**src/design/ssps_pkg.sv**
```systemverilog
// Shared types and codes for the step sequencer pattern store.
// No dependencies; used by the front, the back and the top level.
`timescale 1ns / 1ps
package ssps_pkg;

   // action codes on the request side
   localparam logic [3:0] ACT_TICK      = 4'd0;
   localparam logic [3:0] ACT_RESTART   = 4'd1;
   localparam logic [3:0] ACT_SELECT    = 4'd2;
   localparam logic [3:0] ACT_COPY      = 4'd3;
   localparam logic [3:0] ACT_CLR_ALL   = 4'd4;
   localparam logic [3:0] ACT_CLR_PART  = 4'd5;
   localparam logic [3:0] ACT_ADD       = 4'd6;
   localparam logic [3:0] ACT_REMOVE    = 4'd7;
   localparam logic [3:0] ACT_CLR_STEP  = 4'd8;
   localparam logic [3:0] ACT_QUERY     = 4'd9;

   localparam int REQ_DATA_W = 16;
   localparam int RSP_DATA_W = 48;
   localparam int SHOWN_SLOTS = 4;

   typedef enum logic [3:0] {
      KIND_TICK, KIND_RESTART, KIND_SELECT, KIND_COPY, KIND_CLR_ALL,
      KIND_CLR_PART, KIND_ADD, KIND_REMOVE, KIND_CLR_STEP, KIND_QUERY, KIND_NOP
   } kind_type;

   typedef struct packed {
      kind_type    kind;
      logic [3:0]  tpart;
      logic [7:0]  note;
      logic [3:0]  sidx;   // already reduced modulo the step count
   } cmd_type;

   typedef struct packed {
      logic    valid;
      cmd_type cmd;
   } cmd_chan_type;

   typedef enum logic [3:0] {
      ST_IDLE, ST_TICK, ST_COPY_RD, ST_COPY_WR, ST_EDIT_RD, ST_EDIT_WR,
      ST_SHOW_RD, ST_SHOW_WAIT, ST_RESP
   } back_state_type;

endpackage

```
**src/design/ssps_front.sv**
```systemverilog
// Front end: accepts request items, classifies them and holds them in a
// two-entry command queue. Depends on ssps_pkg.
`timescale 1ns / 1ps
module ssps_front #(
   parameter int STEPS = 16
) (
   input  logic                           clock,
   input  logic                           reset,
   input  logic                           req_tvalid,
   output logic                           req_tready,
   input  logic [ssps_pkg::REQ_DATA_W-1:0] req_tdata,
   input  logic [3:0]                     req_tuser,
   output ssps_pkg::cmd_chan_type         cmd_out,
   input  logic                           cmd_pop
);
   ssps_pkg::cmd_type q_ff [2];
   ssps_pkg::cmd_type q_in [2];
   logic [1:0]        cnt_ff, cnt_in;
   ssps_pkg::cmd_type dec;
   logic              push;

   // reduce the step index modulo STEPS by conditional subtraction
   function automatic logic [3:0] wrap_step(input logic [3:0] v);
      logic [4:0] r;
      r = {1'b0, v};
      for (int k = 0; k < 8; k++) begin
         if (int'(r) >= STEPS) begin
            r = r - 5'(STEPS);
         end
      end
      return r[3:0];
   endfunction

   always_comb begin
      dec.tpart = req_tdata[3:0];
      dec.note  = req_tdata[11:4];
      dec.sidx  = wrap_step(req_tdata[15:12]);
      case (req_tuser)
         ssps_pkg::ACT_TICK:     dec.kind = ssps_pkg::KIND_TICK;
         ssps_pkg::ACT_RESTART:  dec.kind = ssps_pkg::KIND_RESTART;
         ssps_pkg::ACT_SELECT:   dec.kind = ssps_pkg::KIND_SELECT;
         ssps_pkg::ACT_COPY:     dec.kind = ssps_pkg::KIND_COPY;
         ssps_pkg::ACT_CLR_ALL:  dec.kind = ssps_pkg::KIND_CLR_ALL;
         ssps_pkg::ACT_CLR_PART: dec.kind = ssps_pkg::KIND_CLR_PART;
         ssps_pkg::ACT_ADD:      dec.kind = ssps_pkg::KIND_ADD;
         ssps_pkg::ACT_REMOVE:   dec.kind = ssps_pkg::KIND_REMOVE;
         ssps_pkg::ACT_CLR_STEP: dec.kind = ssps_pkg::KIND_CLR_STEP;
         ssps_pkg::ACT_QUERY:    dec.kind = ssps_pkg::KIND_QUERY;
         default:                dec.kind = ssps_pkg::KIND_NOP;
      endcase
   end

   assign req_tready = (cnt_ff != 2'd2);
   assign push = req_tvalid && req_tready;

   always_comb begin
      q_in[0] = q_ff[0];
      q_in[1] = q_ff[1];
      cnt_in = cnt_ff;
      if (cmd_pop && cnt_ff != 2'd0) begin
         q_in[0] = q_ff[1];
         cnt_in = cnt_in - 2'd1;
      end
      if (push) begin
         q_in[cnt_in[0]] = dec;
         cnt_in = cnt_in + 2'd1;
      end
   end

   always_ff @(posedge clock) begin
      q_ff[0] <= q_in[0];
      q_ff[1] <= q_in[1];
      if (reset) begin
         cnt_ff <= 2'd0;
      end else begin
         cnt_ff <= cnt_in;
      end
   end

   assign cmd_out.valid = (cnt_ff != 2'd0);
   assign cmd_out.cmd   = q_ff[0];
endmodule

```
**config.mk**
```make
export PLATFORM = sky130hd
export DESIGN_NAME = ssps_front
export DESIGN_NICKNAME = d
export VERILOG_FILES = /design/src/design/ssps_pkg.sv /design/src/design/ssps_front.sv
export SDC_FILE = /design/constraint.sdc
export NUM_CORES = 1
export LEC_CHECK = 0
export ABC_AREA = 1
export BUFFER_PORTS_ARGS = -buffer_cell sky130_fd_sc_hd__buf_2
export CAP_MARGIN = 20
export CORE_ASPECT_RATIO = 0.7
export CORE_UTILIZATION = 57
export DETAILED_ROUTE_END_ITERATION = 8
export PLACE_DENSITY = 0.84
export SYNTH_ARGS = -nofsm -noshare
export SYNTH_HDL_FRONTEND = slang
export SYNTH_SLANG_ARGS = --single-unit
```
**constraint.sdc**
```tcl
create_clock -name clock -period 2.8 [get_ports clock]
set_input_delay 0.56 -clock clock [delete_from_list [all_inputs] [get_ports clock]]
set_output_delay 0.56 -clock clock [all_outputs]
set_load 0.005 [all_outputs]
```
## After elaboration in Yosys (flattened, before gate mapping)

Memories as Yosys holds them, arrays and structs flattened.
Cells that the tools add are included.

| word-level totals | value |
|---|---|
| bits in registers | 2 |
| RAM bits | 40 |
| ROM bits | 64 |
| bits of input ports | 24 |
| output and inout bits | 22 |
| logic and storage cells | 20 |
| memories | 2 |

Memories:

| name | depth | bits a word | rd ports | clocked after Yosys merged registers in | write ports | line | text |
|---|---|---|---|---|---|---|---|
| (name not given) | 16 | 4 | 1 | 0 | 0 | ssps_front.sv:38 | `case (req_tuser)` |
| q_ff | 2 | 20 | 2 | 0 | 2 | ssps_front.sv:16 | `ssps_pkg::cmd_type q_ff [2];` |

| cells by class | value |
|---|---|
| add/subtract/negate cells | 2 |
| $lt $le $gt $ge | 2 |
| equality and inequality tests | 1 |
| mux-type cells | 7 |
| bitwise logic cells | 1 |
| reduce and logical (&&, ||, !) cells | 4 |

Operators by type and width:

| operator | count |
|---|---|
| bitwise mux 40 bit | 1 |
| two-way mux 20 bit | 2 |
| two-way mux 40 bit | 1 |
| demux 20 bit (select 1 bit) | 1 |
| two-way mux 2 bit | 2 |
| logical AND 1 bit | 3 |
| adder 2 x 1 -> 2 bit, second input constant | 1 |
| greater-or-equal comparator 2 bit, second input constant | 1 |
| less-than comparator 2 x 1 -> 1 bit, second input constant | 1 |
| != test 2 bit, second input constant | 1 |
| NOT 1 -> 2 bit | 1 |
| nonzero test 2 bit | 1 |
| subtractor 2 x 1 -> 2 bit, second input constant | 1 |

## Depth between registers and ports, before layout

Gate-level depths: netlist (run 1).

| depth | value |
|---|---|
| word-level depth | 10 |
| depth in mapped cells | 9 |
| depth with buffers taken out | 9 |

## Worst setup path before layout (run 1)

Ideal clock, no wire load.

| timing path | value |
|---|---|
| path kind | flip-flop to flip-flop |
| start | reg cnt_ff[0] |
| end | reg with a tool-made name |
| setup time | 0.378 ns |
| data arrival time | 1.476 ns |
| required time | 2.422 ns |
| setup slack | 0.946 ns |
| stages on the path, launching flop included | 7 |
| path buffers | 0 |
| period minus slack after synthesis | 1.854 ns |
| cells stage by stage | dfxtp_1 > inv_1 > ha_1 > nor2_2 > nand2_1 > nand2_1 > ha_1 |

RTL lines:

| element | line | text |
|---|---|---|
| start: declaration | ssps_front.sv:18 | `logic [1:0] cnt_ff, cnt_in;` |
| start signal: assignment | ssps_front.sv:76 | `cnt_ff <= cnt_in;` |

==> results of run 1 <==
per-layer routing:
metal	global-route usage	vias to the layer above	wire length, microns
met3	0.0493	7	156
met2	0.291	37	1350
li1	-	723	-
met1	0.228	591	1400
met4	0.118	0	72
met5	0	-	0
where the power goes:
part	leakage [nW]	total, mW	switching, mW	internal, mW
registers	0.369	0.963	0.0822	0.881
clock network	0.0579	0.469	0.207	0.262
logic	0.703	0.879	0.500	0.379
cell usage after synthesis:
cell type,n,area share
edfxtp_1,20,0.30
buf_2,4,0.010
nand3_2,1,0.0051
nand3_1,2,0.0051
nor2_1,5,0.0095
inv_1,27,0.051
a21oi_1,1,0.0025
o21ai_0,1,0.0025
inv_2,2,0.0038
nor2_2,1,0.0032
buf_6,4,0.023
o21ai_2,20,0.089
ha_1,3,0.019
dfxtp_1,22,0.22
nand2_2,1,0.0032
buf_4,20,0.076
nand2_1,90,0.17
layout by cell type (no fill, tap or decap):
cell	count
a21oi_1	1
buf_12	1
buf_2	45
buf_4	3
bufinv_16	1
clkbuf_8	5
clkinv_2	2
dfxtp_1	22
edfxtp_1	20
ha_1	3
inv_1	27
inv_2	2
nand2_1	90
nand2_2	1
nand3_1	2
nand3_2	1
nor2_1	5
nor2_2	1
o21ai_0	1
o21ai_2	20
area by class of cell:
type                    count  area share
inverters                  29      0.0495
clock buffers               5      0.0313
flip-flops and latches     42       0.474
repair buffers             49       0.122
clock inverters             3      0.0182
multi-input cells         125       0.278
well taps                  47      0.0268
kinds of logic (layout without fill, tap and decap cells):
group / after synthesis / count (layout) / share of synthesized area
buffers and inverters: 57 / 86 / 0.164
adder cells (fa/ha/maj): 3 / 3 / 0.0190
AND/OR/NAND/NOR: 100 / 100 / 0.197
flip-flops: 42 / 42 / 0.527
AO/OA/AOI/OAI: 22 / 22 / 0.0937
worst max-delay path by stage:
| stage | from | end | cells after the start | slack (ns) |
|---|---|---|---|---|
| 6_report | cnt_ff[0] | register | 8 | 0.65 |
| 5_1_grt | cnt_ff[0] | register | 8 | 0.47 |
| 4_1_cts | cnt_ff[0] | register | 8 | 0.62 |
| 3_5_place_dp | cnt_ff[0] | register | 8 | 0.63 |
| 3_3_place_gp | cmd_pop | register | 6 | 0.69 |
| 2_1_floorplan | cnt_ff[0] | register | 6 | 0.95 |
through the flow:
step | hold WS [ns] | util | setup WS (ns) | total power [mW]
3_3_place_gp | 0.520 | 0.646 | 0.688 | 1.84
5_1_grt | 0.425 | 0.680 | 0.466 | 2.51
2_1_floorplan | 0.511 | - | 0.946 | 1.80
3_5_place_dp | 0.524 | 0.646 | 0.633 | 1.86
4_1_cts | 0.413 | 0.680 | 0.620 | 2.33
6_report | 0.422 | 0.680 | 0.647 | 2.31
==> out/results.tsv, run 1 <==
stage	metric	value	unit
outcome	run_status	complete, no violations	
route	drtIter0Drc	63	
setup_path	cp_max_fo	23	
setup_path	worstPathRequired	2.80	ns
setup_path	end_kind	register	
route	dr.pass1.iters	4	
clock_network	clock_latency	0.30	ns
setup_path	cp_cell_sequence	inv_1, ha_1, inv_2, nand2_2, nand2_1, nand2_1, ha_1, buf_4	
synthesis	synth.ff_latch_count	42	
flow_run	max_cap_viol_count	0	
clock_network	ctsHoldBuffers	0	
worst_hold_path	hp-class	in2reg	
clock_network	clkTransAtPathRegs	0.08	ns
floorplanning	pin_count	46	
final_layout	layout.nets	279	
setup_path	cp_top_family	simple AND/OR/NAND/NOR gates	
timing	timing.final.crit_share	0.769	
setup_path	cp-start-kind	register	
timing	tightestPinTransition	0.435	ns
global_routing	overflow	0	
setup_path	reg2regPathDepth	8	
floorplanning	row_count	17	
power_and_ir_drop	vdd_drop_max	504	uV
floorplanning	die_h	51.3	microns
setup_path	r2r_slack	0.65	ns
timing	setup_viol	0	
final_layout	syn_to_final_growth	11.1	%
setup_path	worstSetupPathType	reg2reg	
floorplanning	start_util	0.611	
global_routing	grt_max_degree	31	
timing	fin_crit	2.15	ns
final_layout	area.sequential	1040	sq um
clock_network	cts.sinks	42	
worst_hold_path	hold_end	cnt_ff[0]	
power_and_ir_drop	pwr_density_cell	1050	nW/um^2
route	post-route-drc-count	0	
clock_network	cts_root_buf	clkbuf_8	
route	wl_per_cell	9.94	microns
timing	tns	0	ns
setup_path	regToRegStartpoint	cnt_ff[0]	
final_layout	drive_gt1_frac	0.324	
synthesis	syn-num-nets	251	
timing	fmax	0.465	GHz
clock_network	htree_levels	2	
floorplanning	fp.dieW	72.4	microns
synthesis	ys_seq_area_frac	0.527	
clock_network	cts_made_buffers	5	
synthesis	synth_cell_types	17	
final_layout	diodes	0	
clock_network	cts_buffer_depth	2	
timing	final_hold_viol_count	0	
final_layout	multi_input_area	612	sq um
worst_hold_path	min_path_cells	2	
setup_path	critPathSlowestCell	dfxtp_1	
clock_network	cts_tree	done	
setup_path	arrival	2.16	ns
timing	finalClockSkew	0.00665	ns
floorplanning	core-area	3230	sq um
final_layout	final_area	2200	sq um
final_layout	instances_no_fill	300	
floorplanning	die_area	3710	sq um
route	ant_nets	0	
route	vias	1358	
place	dpl.cell_count	292	
synthesis	syn-instance-count	224	
worst_hold_path	worstHoldStart	reset	
place	portBuffers	45	
global_routing	grt_pass1_vias	1170	
final_layout	n_fill_cell	284	
place	placed_cell_area	2090	sq um
synthesis	syn_area_per_cell	8.83	sq um
power_and_ir_drop	leakage	1.13	nW
clock_network	cts_setup_buffers	0	
synthesis	synth_area	1980	sq um
place	gp_congestion	0.814	
global_routing	antenna_found_initial	0	
synthesis	yosysWarnings	0	
timing	final_max_slew_viol_count	0	
timing	rsz0062_at_grt	false	
global_routing	grt_usage	0.185	
setup_path	cp_num_buf_inv	3	
route	wirelength	2.98	mm
global_routing	grt_pass1_wl	5.02	mm
clock_network	postCtsResizedCells	0	
timing	slew_headroom	0.709	
place	hpwl	2.13	mm
setup_path	cpPeakStageDelay	0.33	ns
route	avgViaCountPerCell	4.53	
Power figures use the tool's default switching activity.
==> run 2: changes to the inputs <==
CORE_UTILIZATION = 53   (was 57)
PLACE_DENSITY = 0.79   (was 0.84)
clock period = 2 ns   (was 2.8 ns; I/O delays follow)
==> run 2 against run 1 <==
Clock power is 19% higher. Clock skew is 0.0023 ns lower. First-iteration DRC count is 38% higher. Count of clock-buffer cells in the layout is 2 higher. Hold slack worse by 0.15 ns. Largest cell class unchanged. Largest power group unchanged.
==> out/results.tsv, run 2 (synthesis results as in run 1) <==
stage	metric	value	unit
outcome	run_status	complete, no violations	
power_and_ir_drop	pwr_density_cell	1440	nW/um^2
floorplanning	core-area	3540	sq um
timing	fmax	0.587	GHz
clock_network	ctsHoldBuffers	0	
floorplanning	start_util	0.559	
final_layout	n_fill_cell	324	
floorplanning	fp.dieW	75.0	microns
global_routing	overflow	0	
route	wl_per_cell	10.5	microns
floorplanning	die_h	53.1	microns
timing	finalClockSkew	0.00434	ns
route	drtIter0Drc	87	
global_routing	grt_pass1_wl	5.11	mm
timing	fin_ws	0.297	ns
clock_network	cts_root_buf	clkbuf_8	
power_and_ir_drop	leakage	1.12	nW
route	avgViaCountPerCell	4.38	
timing	setup_viol	0	
global_routing	grt_max_degree	23	
global_routing	grt_usage	0.182	
power_and_ir_drop	vdd_drop_max	570	uV
power_and_ir_drop	total_power	3.15	mW
route	dr.pass1.iters	4	
timing	tightestPinTransition	0.266	ns
clock_network	cts_buffer_depth	2	
global_routing	grt_pass1_vias	1179	
setup_path	cp_max_fo	16	
clock_network	htree_levels	2	
timing	timing.final.crit_share	0.852	
route	vias	1337	
place	gp_congestion	0.791	
place	post-place-ws	0.344	ns
worst_hold_path	hp-class	in2reg	
flow_run	max_cap_viol_count	0	
timing	tns	0	ns
setup_path	arrival	1.89	ns
final_layout	layout.nets	281	
setup_path	cp-start-kind	register	
clock_network	clkTransAtPathRegs	0.08	ns
setup_path	end_kind	register	
timing	slew_headroom	0.822	
clock_network	cts_made_buffers	5	
floorplanning	row_count	18	
setup_path	worstSetupPathType	reg2reg	
clock_network	postCtsResizedCells	0	
timing	final_hold_viol_count	0	
timing	fin_crit	1.70	ns
final_layout	syn_to_final_growth	10.6	%
route	wirelength	3.19	mm
place	hpwl	2.20	mm
setup_path	worstPathRequired	2.18	ns
floorplanning	die_area	3980	sq um
route	ant_nets	0	
clock_network	cts_setup_buffers	0	
clock_network	cts.sinks	42	
final_layout	diodes	0	
floorplanning	pin_count	46	
global_routing	antenna_found_initial	0	
final_layout	final_common_cell	nand2_1	
final_layout	drive_gt1_frac	0.325	
place	portBuffers	45	
timing	rsz0062_at_grt	false	
timing	final_max_slew_viol_count	0	
clock_network	clock_latency	0.29	ns
clock_network	cts_tree	done	
final_layout	final_cell_mix	90 x nand2_1, 45 x buf_2, 27 x inv_1, 22 x dfxtp_1	
route	post-route-drc-count	0	
[run 2: cell types whose count changed in the layout (fill, tap and decap cells not counted)]
cell / delta
buf_4: +3
clkbuf_8: +1
bufinv_16: -1
clkbuf_1: +1
buf_12: -1
clkinv_2: -1
[run 2: area by class of cell]
class,count,area [sq um],share of cell area
Sequential cell,42,1040,0.476
Multi-Input combinational cell,125,612,0.280
Timing Repair Buffer,51,270,0.124
Inverter,29,109,0.0498
Clock buffer,7,86.3,0.0395
Tap cell,50,62.6,0.0286
Clock inverter,1,5.00,0.00229
[run 2: per-stage QoR]
stage,instance area (sq um),util,instances,hold slack [ns]
global route,2190,0.618,305,0.278
global placement,2090,0.592,297,0.518
finish,2190,0.618,305,0.275
detailed placement,2090,0.592,297,0.523
floorplan,1980,-,224,0.471
CTS,2190,0.618,305,0.271
[run 2: final timing paths]
path / start / end / slack (ns) / cells after the start
worst max register to register: cnt_ff[0] / q_ff[0][13] / 0.30 / 7
worst max-delay path: cnt_ff[0] / q_ff[0][13] / 0.30 / 7
worst min register to register: register / q_ff[0][10] / 0.54 / 4
worst min-delay path: reset / cnt_ff[0] / 0.28 / 2
[run 2: metal layers]
metal  up-vias  track usage  wire length (microns)
met5         -            0                      0
met4         0       0.0849                     38
met3         5       0.0533                    188
met2        34        0.270                   1380
met1       570        0.245                   1590
li1        728            -                      -
[run 2: power by group]
group | switching (mW) | leakage (nW) | total, mW | internal, mW
registers | 0.116 | 0.369 | 1.35 | 1.23
clock network | 0.277 | 0.0482 | 0.556 | 0.279
logic | 0.720 | 0.707 | 1.25 | 0.526
[run 2: worst max-delay path: stages (launching register included)]
cell and delay (ns):
dfxtp_1 0.35, inv_1 0.09, ha_1 0.22, nor2_1 0.24
nand3_2 0.26, buf_4 0.29, nand2_1 0.09, o21ai_2 0.05
==> run 3: changes to the inputs <==
CORE_UTILIZATION = 50   (was 53)
PLACE_DENSITY = 0.75   (was 0.79)
==> run 3 against run 2 <==
Clock skew down 0.0011 ns. Final cell count is 0.33% lower. First-iteration DRC count shrank 33%. Sequential power barely moved. Design area is essentially flat. Critical endpoint is now q_ff[0][15].
==> out/results.tsv, run 3 (synthesis results as in run 1) <==
stage	metric	value	unit
route	dr.pass1.iters	4	
clock_network	cts_root_buf	clkbuf_8	
final_layout	diodes	0	
clock_network	cts.sinks	42	
floorplanning	pin_count	46	
setup_path	critPathSlowestCell	buf_4	
floorplanning	row_count	18	
setup_path	cpPeakStageDelay	0.44	ns
place	hpwl	2.19	mm
timing	fin_crit	1.69	ns
power_and_ir_drop	leakage	1.12	nW
global_routing	grt_max_degree	41	
power_and_ir_drop	pwr_density_cell	1440	nW/um^2
worst_hold_path	worstHoldStart	reset	
clock_network	htree_levels	2	
global_routing	grt_pass1_vias	1140	
setup_path	cp-start-kind	register	
clock_network	cts_setup_buffers	0	
timing	finalClockSkew	0.00320	ns
setup_path	cp_max_fo	40	
final_layout	utilization	0.599	
timing	setup_viol	0	
setup_path	path_common_cell	nand2_1	
setup_path	cp_cell_sequence	inv_1, ha_1, nor2_2, nand2_1, nand3_2, buf_4, nand2_1, o21ai_2	
timing	timing.final.crit_share	0.845	
floorplanning	start_util	0.542	
place	portBuffers	45	
timing	rsz0062_at_grt	false	
flow_run	max_cap_viol_count	0	
global_routing	grt_pass1_wl	5.07	mm
route	drtIter0Drc	58	
timing	tns	0	ns
power_and_ir_drop	vdd_drop_max	676	uV
timing	final_hold_viol_count	0	
setup_path	worstSetupPathType	reg2reg	
floorplanning	fp.dieW	77.2	microns
route	wirelength	3.12	mm
final_layout	syn_to_final_growth	10.6	%
place	dpl.cell_count	296	
floorplanning	die_area	4210	sq um
setup_path	regToRegStartpoint	cnt_ff[0]	
setup_path	end_kind	register	
place	placed_cell_area	2090	sq um
route	avgViaCountPerCell	4.39	
outcome	run_status	complete, no violations	
timing	fmax	0.592	GHz
final_layout	final_area	2190	sq um
route	ant_nets	0	
clock_network	clock_latency	0.29	ns
final_layout	drive_gt1_frac	0.323	
clock_network	clkTransAtPathRegs	0.07	ns
clock_network	postCtsResizedCells	0	
global_routing	antenna_found_initial	0	
setup_path	worstPathRequired	2.22	ns
floorplanning	core-area	3650	sq um
setup_path	worstSetupStartpoint	cnt_ff[0]	
floorplanning	die_h	54.6	microns
clock_network	cts_buffer_depth	2	
global_routing	grt_usage	0.163	
timing	tightestPinTransition	0.509	ns
final_layout	final_common_cell	nand2_1	
clock_network	cts_tree	done	
final_layout	instances_no_fill	304	
clock_network	ctsHoldBuffers	0	
timing	slew_headroom	0.661	
final_layout	final_cell_mix	90 x nand2_1, 45 x buf_2, 27 x inv_1, 22 x dfxtp_1	
route	wl_per_cell	10.3	microns
worst_hold_path	hp-class	in2reg	
setup_path	arrival	1.91	ns
place	gp_congestion	0.721	
final_layout	n_fill_cell	354	
final_layout	layout.nets	280	
global_routing	overflow	0	
timing	final_max_slew_viol_count	0	
timing	holdWs	0.271	ns
route	vias	1335	
clock_network	cts_made_buffers	5	
route	post-route-drc-count	0	
run 3: worst max-delay path, delay by kind of cell, from the launching register on:
kind            cells  cell delay, ns
flops               1            0.35
fa+ha+maj           1            0.24
simple gates        4            0.43
compound gates      1            0.08
buf+inv             2            0.53
run 3: final timing paths:
kind                                     to  slack [ns]  depth (start not counted)
worst max-delay path            q_ff[0][15]        0.31                          8
worst min-delay path              cnt_ff[0]        0.27                          2
worst max register to register  q_ff[0][15]        0.31                          8
worst min register to register  q_ff[0][16]        0.54                          4
run 3: cell type report:
class / instances / area [sq um] / share of cell area
Clock buffer: 7 / 96.3 / 0.0441
Clock inverter: 1 / 3.75 / 0.00172
Inverter: 29 / 109 / 0.0498
Multi-Input combinational cell: 125 / 612 / 0.280
Sequential cell: 42 / 1040 / 0.476
Timing Repair Buffer: 50 / 263 / 0.120
Tap cell: 50 / 62.6 / 0.0286
run 3: stage by stage:
step / power, mW / setup WS (ns)
6_report: 3.15 / 0.311
5_1_grt: 3.42 / 0.171
4_1_cts: 3.19 / 0.301
3_5_place_dp: 2.60 / 0.325
3_3_place_gp: 2.58 / 0.357
2_1_floorplan: 2.52 / 0.146
run 3: where the power goes:
group          internal (mW)  total [mW]  switching [mW]
Combinational          0.518        1.22           0.704
Sequential              1.23        1.35           0.119
Clock                  0.310       0.576           0.267
run 3: per-layer routing:
| metal | global-route usage | share of wire | up-vias |
|---|---|---|---|
| met4 | 0.0503 | 0.0096 | 0 |
| li1 | - | - | 725 |
| met3 | 0.0683 | 0.058 | 3 |
| met1 | 0.211 | 0.49 | 574 |
| met5 | 0 | 0 | - |
| met2 | 0.251 | 0.44 | 33 |
